### src/prie_pkg.sv
// Package: widths, constants, config register indexes and microcode ROM for the PageRank engine.
`timescale 1ns / 1ps
package prie_pkg;

  localparam int MAX_VERTICES = 64;
  localparam int MAX_EDGES    = 1024;
  localparam int FRAC_BITS    = 16;

  localparam int VTX_W     = $clog2(MAX_VERTICES);
  localparam int EADDR_W   = $clog2(MAX_EDGES);
  localparam int ECNT_W    = EADDR_W + 1;
  localparam int DEG_W     = ECNT_W;
  localparam int RANK_W    = 23;
  localparam int VCNT_W    = 7;
  localparam int ITER_W    = 8;
  localparam int DAMP_W    = 17;
  localparam int PROD_W    = DAMP_W + RANK_W;
  localparam int CFG_IDX_W  = 2;
  localparam int CFG_DATA_W = 17;

  localparam logic [RANK_W-1:0] RANK_MAX = {RANK_W{1'b1}};
  localparam logic [RANK_W-1:0] RANK_ONE = RANK_W'(1) << FRAC_BITS;
  localparam logic [DAMP_W-1:0] DAMP_ONE = DAMP_W'(1) << FRAC_BITS;

  localparam logic [VCNT_W-1:0] VCNT_RESET = VCNT_W'(64);
  localparam logic [ITER_W-1:0] ITER_RESET = ITER_W'(20);
  localparam logic [DAMP_W-1:0] DAMP_RESET = DAMP_W'(55705);

  // config register indexes
  localparam logic [CFG_IDX_W-1:0] CFG_VERTEX_COUNT    = 2'd0;
  localparam logic [CFG_IDX_W-1:0] CFG_ITERATION_COUNT = 2'd1;
  localparam logic [CFG_IDX_W-1:0] CFG_DAMPING_FACTOR  = 2'd2;

  // microcode: step addresses
  localparam int PC_W = 5;
  localparam logic [PC_W-1:0] S_WAIT      = 5'd0;
  localparam logic [PC_W-1:0] S_STORE     = 5'd1;
  localparam logic [PC_W-1:0] S_DEGWB     = 5'd2;
  localparam logic [PC_W-1:0] S_INIT      = 5'd3;
  localparam logic [PC_W-1:0] S_ZCHK      = 5'd4;
  localparam logic [PC_W-1:0] S_CLR       = 5'd5;
  localparam logic [PC_W-1:0] S_ERD       = 5'd6;
  localparam logic [PC_W-1:0] S_ECHK      = 5'd7;
  localparam logic [PC_W-1:0] S_DIVGO     = 5'd8;
  localparam logic [PC_W-1:0] S_DIVW      = 5'd9;
  localparam logic [PC_W-1:0] S_SUMWB     = 5'd10;
  localparam logic [PC_W-1:0] S_URD       = 5'd11;
  localparam logic [PC_W-1:0] S_UMUL      = 5'd12;
  localparam logic [PC_W-1:0] S_UWB       = 5'd13;
  localparam logic [PC_W-1:0] S_ITER      = 5'd14;
  localparam logic [PC_W-1:0] S_EMIT_RD   = 5'd15;
  localparam logic [PC_W-1:0] S_EMIT_WAIT = 5'd16;
  localparam logic [PC_W-1:0] S_EMIT_LD   = 5'd17;
  localparam logic [PC_W-1:0] S_CLEAR     = 5'd18;

  // microcode: datapath actions
  localparam int ACT_W = 5;
  localparam logic [ACT_W-1:0] A_NONE   = 5'd0;
  localparam logic [ACT_W-1:0] A_ACCEPT = 5'd1;
  localparam logic [ACT_W-1:0] A_STORE  = 5'd2;
  localparam logic [ACT_W-1:0] A_DEGWB  = 5'd3;
  localparam logic [ACT_W-1:0] A_INIT   = 5'd4;
  localparam logic [ACT_W-1:0] A_CLR    = 5'd5;
  localparam logic [ACT_W-1:0] A_ERD    = 5'd6;
  localparam logic [ACT_W-1:0] A_TRD    = 5'd7;
  localparam logic [ACT_W-1:0] A_DIVGO  = 5'd8;
  localparam logic [ACT_W-1:0] A_SUMWB  = 5'd9;
  localparam logic [ACT_W-1:0] A_URD    = 5'd10;
  localparam logic [ACT_W-1:0] A_UMUL   = 5'd11;
  localparam logic [ACT_W-1:0] A_UWB    = 5'd12;
  localparam logic [ACT_W-1:0] A_ITER   = 5'd13;
  localparam logic [ACT_W-1:0] A_EMRD   = 5'd14;
  localparam logic [ACT_W-1:0] A_EMLD   = 5'd15;
  localparam logic [ACT_W-1:0] A_CLEAR  = 5'd16;

  // microcode: jump conditions
  localparam int COND_W = 4;
  localparam logic [COND_W-1:0] C_NEXT       = 4'd0;
  localparam logic [COND_W-1:0] C_ALWAYS     = 4'd1;
  localparam logic [COND_W-1:0] C_NO_INPUT   = 4'd2;
  localparam logic [COND_W-1:0] C_NOT_FINAL  = 4'd3;
  localparam logic [COND_W-1:0] C_VTX_MORE   = 4'd4;
  localparam logic [COND_W-1:0] C_ZERO_ITER  = 4'd5;
  localparam logic [COND_W-1:0] C_EDGES_DONE = 4'd6;
  localparam logic [COND_W-1:0] C_SKIP_EDGE  = 4'd7;
  localparam logic [COND_W-1:0] C_DIV_BUSY   = 4'd8;
  localparam logic [COND_W-1:0] C_ITER_MORE  = 4'd9;
  localparam logic [COND_W-1:0] C_OUT_STALL  = 4'd10;

  typedef struct packed {
    logic [ACT_W-1:0]  act;
    logic [COND_W-1:0] cond;
    logic [PC_W-1:0]   target;
  } uword_t;

  // control store
  function automatic uword_t ucode(input logic [PC_W-1:0] pc);
    uword_t w;
    unique case (pc)
      S_WAIT:      w = {A_ACCEPT, C_NO_INPUT,   S_WAIT};
      S_STORE:     w = {A_STORE,  C_NEXT,       S_WAIT};
      S_DEGWB:     w = {A_DEGWB,  C_NOT_FINAL,  S_WAIT};
      S_INIT:      w = {A_INIT,   C_VTX_MORE,   S_INIT};
      S_ZCHK:      w = {A_NONE,   C_ZERO_ITER,  S_EMIT_RD};
      S_CLR:       w = {A_CLR,    C_VTX_MORE,   S_CLR};
      S_ERD:       w = {A_ERD,    C_EDGES_DONE, S_URD};
      S_ECHK:      w = {A_TRD,    C_SKIP_EDGE,  S_ERD};
      S_DIVGO:     w = {A_DIVGO,  C_NEXT,       S_WAIT};
      S_DIVW:      w = {A_NONE,   C_DIV_BUSY,   S_DIVW};
      S_SUMWB:     w = {A_SUMWB,  C_ALWAYS,     S_ERD};
      S_URD:       w = {A_URD,    C_NEXT,       S_WAIT};
      S_UMUL:      w = {A_UMUL,   C_NEXT,       S_WAIT};
      S_UWB:       w = {A_UWB,    C_VTX_MORE,   S_URD};
      S_ITER:      w = {A_ITER,   C_ITER_MORE,  S_CLR};
      S_EMIT_RD:   w = {A_EMRD,   C_NEXT,       S_WAIT};
      S_EMIT_WAIT: w = {A_NONE,   C_OUT_STALL,  S_EMIT_WAIT};
      S_EMIT_LD:   w = {A_EMLD,   C_VTX_MORE,   S_EMIT_RD};
      S_CLEAR:     w = {A_CLEAR,  C_ALWAYS,     S_WAIT};
      default:     w = {A_NONE,   C_ALWAYS,     S_WAIT};
    endcase
    return w;
  endfunction

endpackage

### src/prie_div.sv
// Restoring divider: rank by out-degree, one quotient bit per cycle.
`timescale 1ns / 1ps
module prie_div (
  input  logic                        clk,
  input  logic                        rst_n,
  input  logic                        start,
  input  logic [prie_pkg::RANK_W-1:0] dividend,
  input  logic [prie_pkg::DEG_W-1:0]  divisor,
  output logic                        busy,
  output logic [prie_pkg::RANK_W-1:0] quotient
);
  import prie_pkg::*;

  localparam int CNT_W = $clog2(RANK_W + 1);

  logic [RANK_W-1:0] quo_r;
  logic [DEG_W-1:0]  rem_r;
  logic [DEG_W-1:0]  div_r;
  logic [CNT_W-1:0]  cnt_r;
  logic              busy_r;
  logic [DEG_W:0]    trial;
  logic [DEG_W+1:0]  diff;
  logic              ge;

  assign trial = {rem_r, quo_r[RANK_W-1]};
  assign diff  = {1'b0, trial} - {2'b00, div_r};
  assign ge    = ~diff[DEG_W+1];

  always_ff @(posedge clk) begin
    if (!rst_n) begin
      busy_r <= 1'b0;
      cnt_r  <= '0;
    end else if (start) begin
      busy_r <= 1'b1;
      cnt_r  <= CNT_W'(RANK_W);
    end else if (busy_r) begin
      cnt_r <= cnt_r - CNT_W'(1);
      if (cnt_r == CNT_W'(1)) begin
        busy_r <= 1'b0;
      end
    end
  end

  always_ff @(posedge clk) begin
    if (start) begin
      quo_r <= dividend;
      rem_r <= '0;
      div_r <= divisor;
    end else if (busy_r) begin
      quo_r <= {quo_r[RANK_W-2:0], ge};
      rem_r <= ge ? diff[DEG_W-1:0] : trial[DEG_W-1:0];
    end
  end

  assign busy     = busy_r;
  assign quotient = quo_r;

endmodule

### config.mk
export PLATFORM = sky130hd
export DESIGN_NAME = prie_div
export DESIGN_NICKNAME = d
export VERILOG_FILES = /design/src/prie_pkg.sv /design/src/prie_div.sv
export SDC_FILE = /design/constraint.sdc
export NUM_CORES = 1
export LEC_CHECK = 0
export CAP_MARGIN = 0
export CORE_MARGIN = 10
export CORE_UTILIZATION = 60
export DETAILED_ROUTE_END_ITERATION = 10
export DONT_BUFFER_PORTS = 1
export PLACE_DENSITY_LB_ADDON = 0.3
export SYNTH_ARGS = -nofsm -noshare
export SYNTH_HDL_FRONTEND = slang
export SYNTH_SLANG_ARGS = --single-unit
### constraint.sdc
create_clock -name clk -period 2.7 [get_ports clk]
set_input_delay 0.81 -clock clk [delete_from_list [all_inputs] [get_ports clk]]
set_output_delay 0.81 -clock clk [all_outputs]
set_load 0.01 [all_outputs]
==> results.md, run 1 <==
* Outcome: complete, no violations
* CTS clk-pin slew, worst paths at 100 ps
* CP Launch Type: flop
* Hold_buf cts at 0
* Post-synth top area cell: edfxtp_1
* Worst-skew pair later-pin latency at 310 ps
* Max Root-Sink Buffers at 2
* Slew @ Worst Pin at 584 ps
* ANT nets after route at 0
* Maximum ir drop on the vdd rail at 429 µV
* Gr usage total at 14.7%
* Worst r2r path cells at 10
* Fin Setup TNS at 0 ps
* Router iterations before antenna repair at 4
* WP depth at 10
* Worst hold slack at 514 ps
* GPL Wtd Cong at 0.788
* Area Overhead vs Synth at 5.83%
* Final nets at 273
* Hold_sp: rem_r[4]
* Core area at 4090 µm²
* Lkg Pwr at 1.06 nW
* Reg2reg start: quotient[22]
* Global-route wire length before repair at 8770 µm
* Max_cap viols at 0
* Via Count at 1,660
* Die Height at 85.8 µm
* # H-tree levels at 2
* Sequential power share at 59.0%
* Met1 Wirelength at 2340 µm
* Critical R2R Capture: rem_r[6]
* # clock sinks at 51
* Post-Layout Cell Count at 273
* Area of the multi-input gates at 1130 µm²
* # fillers at 327
* Site Rows at 23
* Pins over their slew limit at 0
* Most used cell, CP: o31a_1
* Crit-path cells: inv_1, ha_1, fa_1, nor2b_1, o31a_1, o31a_1, nor4_4, buf_4, o21bai_1, a311oi_1
* CTS buffer count at 5
* Crit Path Category: flop to flop
* WP data required at 2880 ps
* FF/Latch Area at 1360 µm²
* Synth top area share at 39.3%
* Reg2reg setup slack at 120 ps
* Initial Util at 63.5%
* Setup violators final at 0
* Post-synthesis area per instance at 11.9 µm²
* Initial DRC count at 131
* DRC Markers at 0
* Slowest cell on crit path: a311oi_1
* Post-layout min period at 2580 ps
* Die area at 7360 µm²
* Setup Skew at 10.1 ps
* Antenna diodes at 0
* Critical path endpoint: rem_r[6]
* Crit-path leading delay family: compound AO/OA/AOI/OAI gates
* Tot Pwr at 1.66 mW
* Final critical-path share of the clock period at 95.4%
* Worst relative slew slack at 61.0%
* Worst min path class: flop to flop
* Register area share after synthesis at 52.4%
* Postcts setup bufs at 0
* Post-synth EDFFs at 34
* Num ports at 61
* Pin count of the biggest net entering global routing at 57
* Max Freq at 388 MHz
* RSZ-0062 raised after global routing: false
* Origin of the worst setup path: quotient[22]
* Synth unique cells at 42
* Total congestion overflow at 0
* Slowest Stage Delay on Critical Path at 420 ps
* FFs w/ async S/R, synth at 0%
* CP endpoint kind: flop
* Endpoints failing hold at 0
* FF+latch count, synth at 51
* Max FO, Critical Path at 8
* Ys flop type: edfxtp_1
* Pwr dens at 603 nW/µm²
* Highest routed metal layer: met4
* Pint at 1.21 mW
* DP Cell Count at 265
* Synthesized Nets at 270
* Met2 WL at 2390 µm
* Worst EP arrival at 2760 ps
* Chip width at 85.8 µm
* Clk pwr share at 27.5%
* DR WL met3 at 555 µm
* Sw Ratio at 27.2%
* Top cells by area, synth: edfxtp_1 (39%), dfxtp_1 (13%), mux2_1 (9.1%), ha_1 (6.3%), inv_1 (2.6%)
* Number of buffers added on ports at 0
* Yosys warns at 0
* Vias in the first global route at 1,737
* Detailed Route WL at 5360 µm
* Initial antenna violation count at 0
* Sw Pwr at 0.452 mW
* Vias per cell at 6.08
* Dpl hpwl at 3970 µm
* Bufs and invs on worst path at 2
* Synthesized area at 2600 µm²
* Root Driver: clkbuf_8
* Combinational share of power at 13.5%
* Post-CTS Resized at 0
* TritonCTS clock tree: yes
* Drt wl/cell at 19.6 µm
* Layout cells sized above 1 at 6.73%
* Cells after Synth at 219
[logic make-up after synthesis]
family	after synthesis	share of synthesized area [%]
adders and majority gates	14	7.04
buffers and inverters	27	4.19
DFF	51	52.4
and+or+nand+nor	48	10.7
AOI/OAI and AO/OA	43	11.2
xor gates and xnor gates	10	3.37
muxes	26	11.1
[registers in the layout, summed over array words and instances, names as in the netlist]
| name | count |
|---|---|
| busy | 1 |
| quotient | 23 |
| rem_r | 11 |
| div_r | 11 |
| cnt_r | 5 |
[power groups by stage]
stage / sequential [mW] / combinational, mW / clock [mW]
after CTS: 0.981 / 0.223 / 0.460
after floorplan: 0.977 / 0.190 / 0
final: 0.979 / 0.223 / 0.456
after global routing: 0.990 / 0.252 / 0.494
after detailed placement: 0.997 / 0.223 / 0
after global placement: 0.995 / 0.212 / 0
[routing by layer]
metal	vias to the layer above	global-route usage, %
met3	9	7.38
met5	-	0
li1	811	-
met4	0	4.94
met2	64	22.1
met1	776	17.9
[worst min-delay path by stage]
stage / endpoint / depth (start not counted) / slack [ps]
global route: rem_r[8] / 2 / 540
CTS: rem_r[4] / 2 / 510
global placement: rem_r[4] / 2 / 490
floorplan: rem_r[8] / 2 / 470
detailed placement: rem_r[8] / 2 / 500
finish: rem_r[4] / 2 / 510
[cell type report]
cell class | instances | share of cell area, %
Multi-Input combinational cell | 141 | 41.0
Timing Repair Buffer | 5 | 1.37
Tap cell | 50 | 2.28
Clock inverter | 3 | 0.865
Clock buffer | 5 | 2.50
Sequential cell | 51 | 49.5
Inverter | 18 | 2.46
[cells in the mapped netlist, drive strengths merged, types with 4 or more instances]
master   n
dfxtp   17
ha      13
nand2    8
o21ai   10
a21oi    8
nor2b    4
inv     18
o21a     7
mux2i    4
edfxtp  34
mux2    22
clkbuf   8
nor2    17
xnor2    6
xor2     4
[stage by stage]
stage               worst slack (ps)  utilization [%]  area [µm²]
floorplan                        290                -        2600
global placement                 337             65.0        2660
detailed placement               192             65.0        2660
CTS                              165             67.2        2750
global route                    17.6             67.2        2750
finish                           125             67.2        2750
[cell usage in the layout (no fill, tap or decap), drive strengths merged, types with 2 or more instances in the layout]
master	n
nor3b	3
mux2	22
o31a	2
buf	5
a211oi	3
ha	13
o21ai	10
and3	2
nand4b	2
o311ai	3
a21oi	8
clkbuf	5
edfxtp	34
xnor2	6
nor4b	2
or4b	3
nand2	8
nor2b	4
xor2	4
nor2	17
and2	2
mux2i	4
inv	19
o21a	7
a31oi	3
dfxtp	17
[worst reg2reg max path, cell delays in order, from the launching register on]
cell and delay, ps:
edfxtp_1 360, inv_1 50, ha_1 220, fa_1 410
nor2b_1 190, o31a_1 200, o31a_1 210, nor4_4 60
buf_4 170, o21bai_1 170, a311oi_1 420
Power figures use the tool's default switching activity.
==> inputs of run 2 (changes only) <==
==> constraint.sdc (replaced) <==
create_clock -name clk -period 3.15 [get_ports clk]
set_input_delay 0.945 -clock clk [delete_from_list [all_inputs] [get_ports clk]]
set_output_delay 0.945 -clock clk [all_outputs]
set_load 0.1 [all_outputs]
==> run 2 against run 1 <==
  * Utilization rose by 0.12 points
  * Maximum frequency rose by 4.1%
  * Critical path depth did not move
  * Sequential share of layout area barely moved
  * Final cell count fell by 0.73%
  * Count of clock-buffer cells in the layout rose by 1
  * Flip-flop and latch count did not move
  * Sequential power rose by 7%
  * Global-route usage fell by 0.23 points
  * Hold slack got worse by 5.3 ps
  * Via count fell by 0.96%
  * Cell area rose by 0.18%
  * Critical path type unchanged
  * Largest cell class unchanged
==> results.md, run 2 (synthesized netlist as in run 1, its figures left out) <==
* Root Driver: clkbuf_8
* CTS buffer count at 5 (unchanged)
* Slowest Stage Delay on Critical Path at 470 ps (+50 ps)
* CP Launch Type: flop
* Worst r2r path cells at 10 (unchanged)
* Hold_sp: rem_r[4]
* Endpoints failing hold at 0 (unchanged)
* Crit-path cells: inv_1, ha_1, fa_1, nor2b_1, o31a_1, o31a_1, nor4_4, buf_4, or4b_1, o311ai_1
* Worst-skew pair later-pin latency at 300 ps (about the same)
* Layout cells sized above 1 at 5.88% (-0.84 points)
* Lkg Pwr at 1.06 nW (+0.11%)
* Antenna diodes at 0 (unchanged)
* Max_cap viols at 0 (unchanged)
* Outcome: complete, no violations
* GPL Wtd Cong at 0.854 (+8.4%)
* ANT nets after route at 0 (unchanged)
* Area Overhead vs Synth at 6.02%
* Worst EP arrival at 2690 ps (-70 ps)
* Vias per cell at 6.07 (-0.23%)
* Initial DRC count at 124 (-5.3%)
* Chip width at 85.8 µm (unchanged)
* Max Root-Sink Buffers at 2 (unchanged)
* Site Rows at 23 (unchanged)
* Number of buffers added on ports at 0 (unchanged)
* Hold endpoint: rem_r[4]
* Crit-path leading delay family: simple AND/OR/NAND/NOR gates
* Cell count of the worst hold path at 2 (unchanged)
* Pins over their slew limit at 0 (unchanged)
* CTS clk-pin slew, worst paths at 90 ps (about the same)
* Max Freq at 404 MHz (+4.1%)
* Area post-placement at 2640 µm² (-0.52%)
* Vias in the first global route at 1,765 (+1.6%)
* Gr usage total at 14.5% (-0.23 points)
* CP endpoint kind: flop
* Max FO, Critical Path at 15 (+7)
* # fillers at 310 (-5.2%)
* Post-CTS Resized at 0 (unchanged)
* Maximum ir drop on the vdd rail at 449 µV (+4.5%)
* Final nets at 271 (-0.73%)
* Slew @ Worst Pin at 943 ps (+358 ps)
* Die area at 7360 µm² (unchanged)
* TritonCTS clock tree: yes
* Setup violators final at 0 (unchanged)
* RSZ-0062 raised after global routing: false
* # H-tree levels at 2 (unchanged)
* # clock sinks at 51 (unchanged)
* Core area at 4090 µm² (unchanged)
* Setup Skew at 8.22 ps (-1.92 ps)
* Pwr dens at 616 nW/µm² (+2.1%)
* Router iterations before antenna repair at 4 (unchanged)
* Max reg flops at 23 (unchanged)
* Fin Setup TNS at 0 ps (unchanged)
* Reg2reg start: quotient[22]
* Reg2reg setup slack at 680 ps (+550 ps)
* Most used cell, CP: o31a_1
* DRC Markers at 0 (unchanged)
* Post-layout min period at 2470 ps (-102 ps)
* Total congestion overflow at 0 (unchanged)
* Tot Pwr at 1.70 mW (+2.3%)
* Util after Layout at 67.4% (+0.12 points)
* Drt wl/cell at 19.2 µm (-2.4%)
* Worst min path class: flop to flop
* Pin count of the biggest net entering global routing at 57 (unchanged)
* Worst relative slew slack at 37.2% (-24 points)
* Critical R2R Capture: rem_r[0]
* WP data required at 3360 ps (+480 ps)
* Most frequent cells in the layout: edfxtp_1 (34), mux2_1 (21), inv_1 (18), nor2_1 (17), dfxtp_1 (16)
* Slowest cell on crit path: or4b_1
* Die Height at 85.8 µm (unchanged)
* Postcts setup bufs at 0 (unchanged)
* Bufs and invs on worst path at 2 (unchanged)
* Detailed Route WL at 5190 µm (-3.2%)
* Crit Path Category: flop to flop
* Initial Util at 63.5% (unchanged)
* Fin area at 2750 µm² (+0.18%)
* Global-route wire length before repair at 8700 µm (-0.79%)
* Num ports at 61 (unchanged)
* Via Count at 1,644 (-0.96%)
* Final critical-path share of the clock period at 78.5% (-17 points)
* Dpl hpwl at 3910 µm (-1.5%)
* Hold_buf cts at 0 (unchanged)
* Initial antenna violation count at 0 (unchanged)
* Commonest non-fill, non-tap cell in the layout: edfxtp_1
run 2: layer usage:
layer	share of wire (%)	GRT usage (%)	up-vias
li1	-	-	803
met1	41	15.8	780
met2	47	23.6	59
met3	12	8.33	2
met4	0.40	4.04	0
met5	0	0	-
run 2: how the worst max path moves through the flow:
stage / from / to / slack [ps] / cells after the start
after detailed placement: quotient[22] / rem_r[0] / 700 / 10
after global placement: quotient[22] / rem_r[1] / 740 / 10
after CTS: quotient[22] / rem_r[0] / 670 / 10
after floorplan: quotient[22] / rem_r[0] / 290 / 9
final: quotient[22] / rem_r[0] / 680 / 10
after global routing: quotient[22] / rem_r[0] / 480 / 10
run 2: tightest hold or removal path, stage by stage, from the launching register on:
cell and delay (ps):
dfxtp_1 330, nor2_1 80, a211oi_1 50
run 2: power by group:
group	leakage (nW)	internal (mW)	total [mW]	switching [mW]
clock	0.0558	0.240	0.453	0.213
sequential	0.479	0.783	1.05	0.262
combinational	0.528	0.0893	0.198	0.109
total	1.06	1.11	1.70	0.584
run 2: per-stage QoR:
step	worst slack [ps]	instances	hold slack, ps
5_1_grt	484	271	536
3_5_place_dp	697	263	501
4_1_cts	673	271	513
6_report	677	271	508
2_1_floorplan	288	219	468
3_3_place_gp	739	263	490
run 2: area by class of cell:
class	count	area [µm²]	area share, %
Inverter	18	67.6	2.45
Sequential cell	51	1360	49.5
Clock inverter	2	38.8	1.41
Clock buffer	6	72.6	2.64
Tap cell	50	62.6	2.27
Timing Repair Buffer	3	22.5	0.818
Multi-Input combinational cell	141	1130	40.9
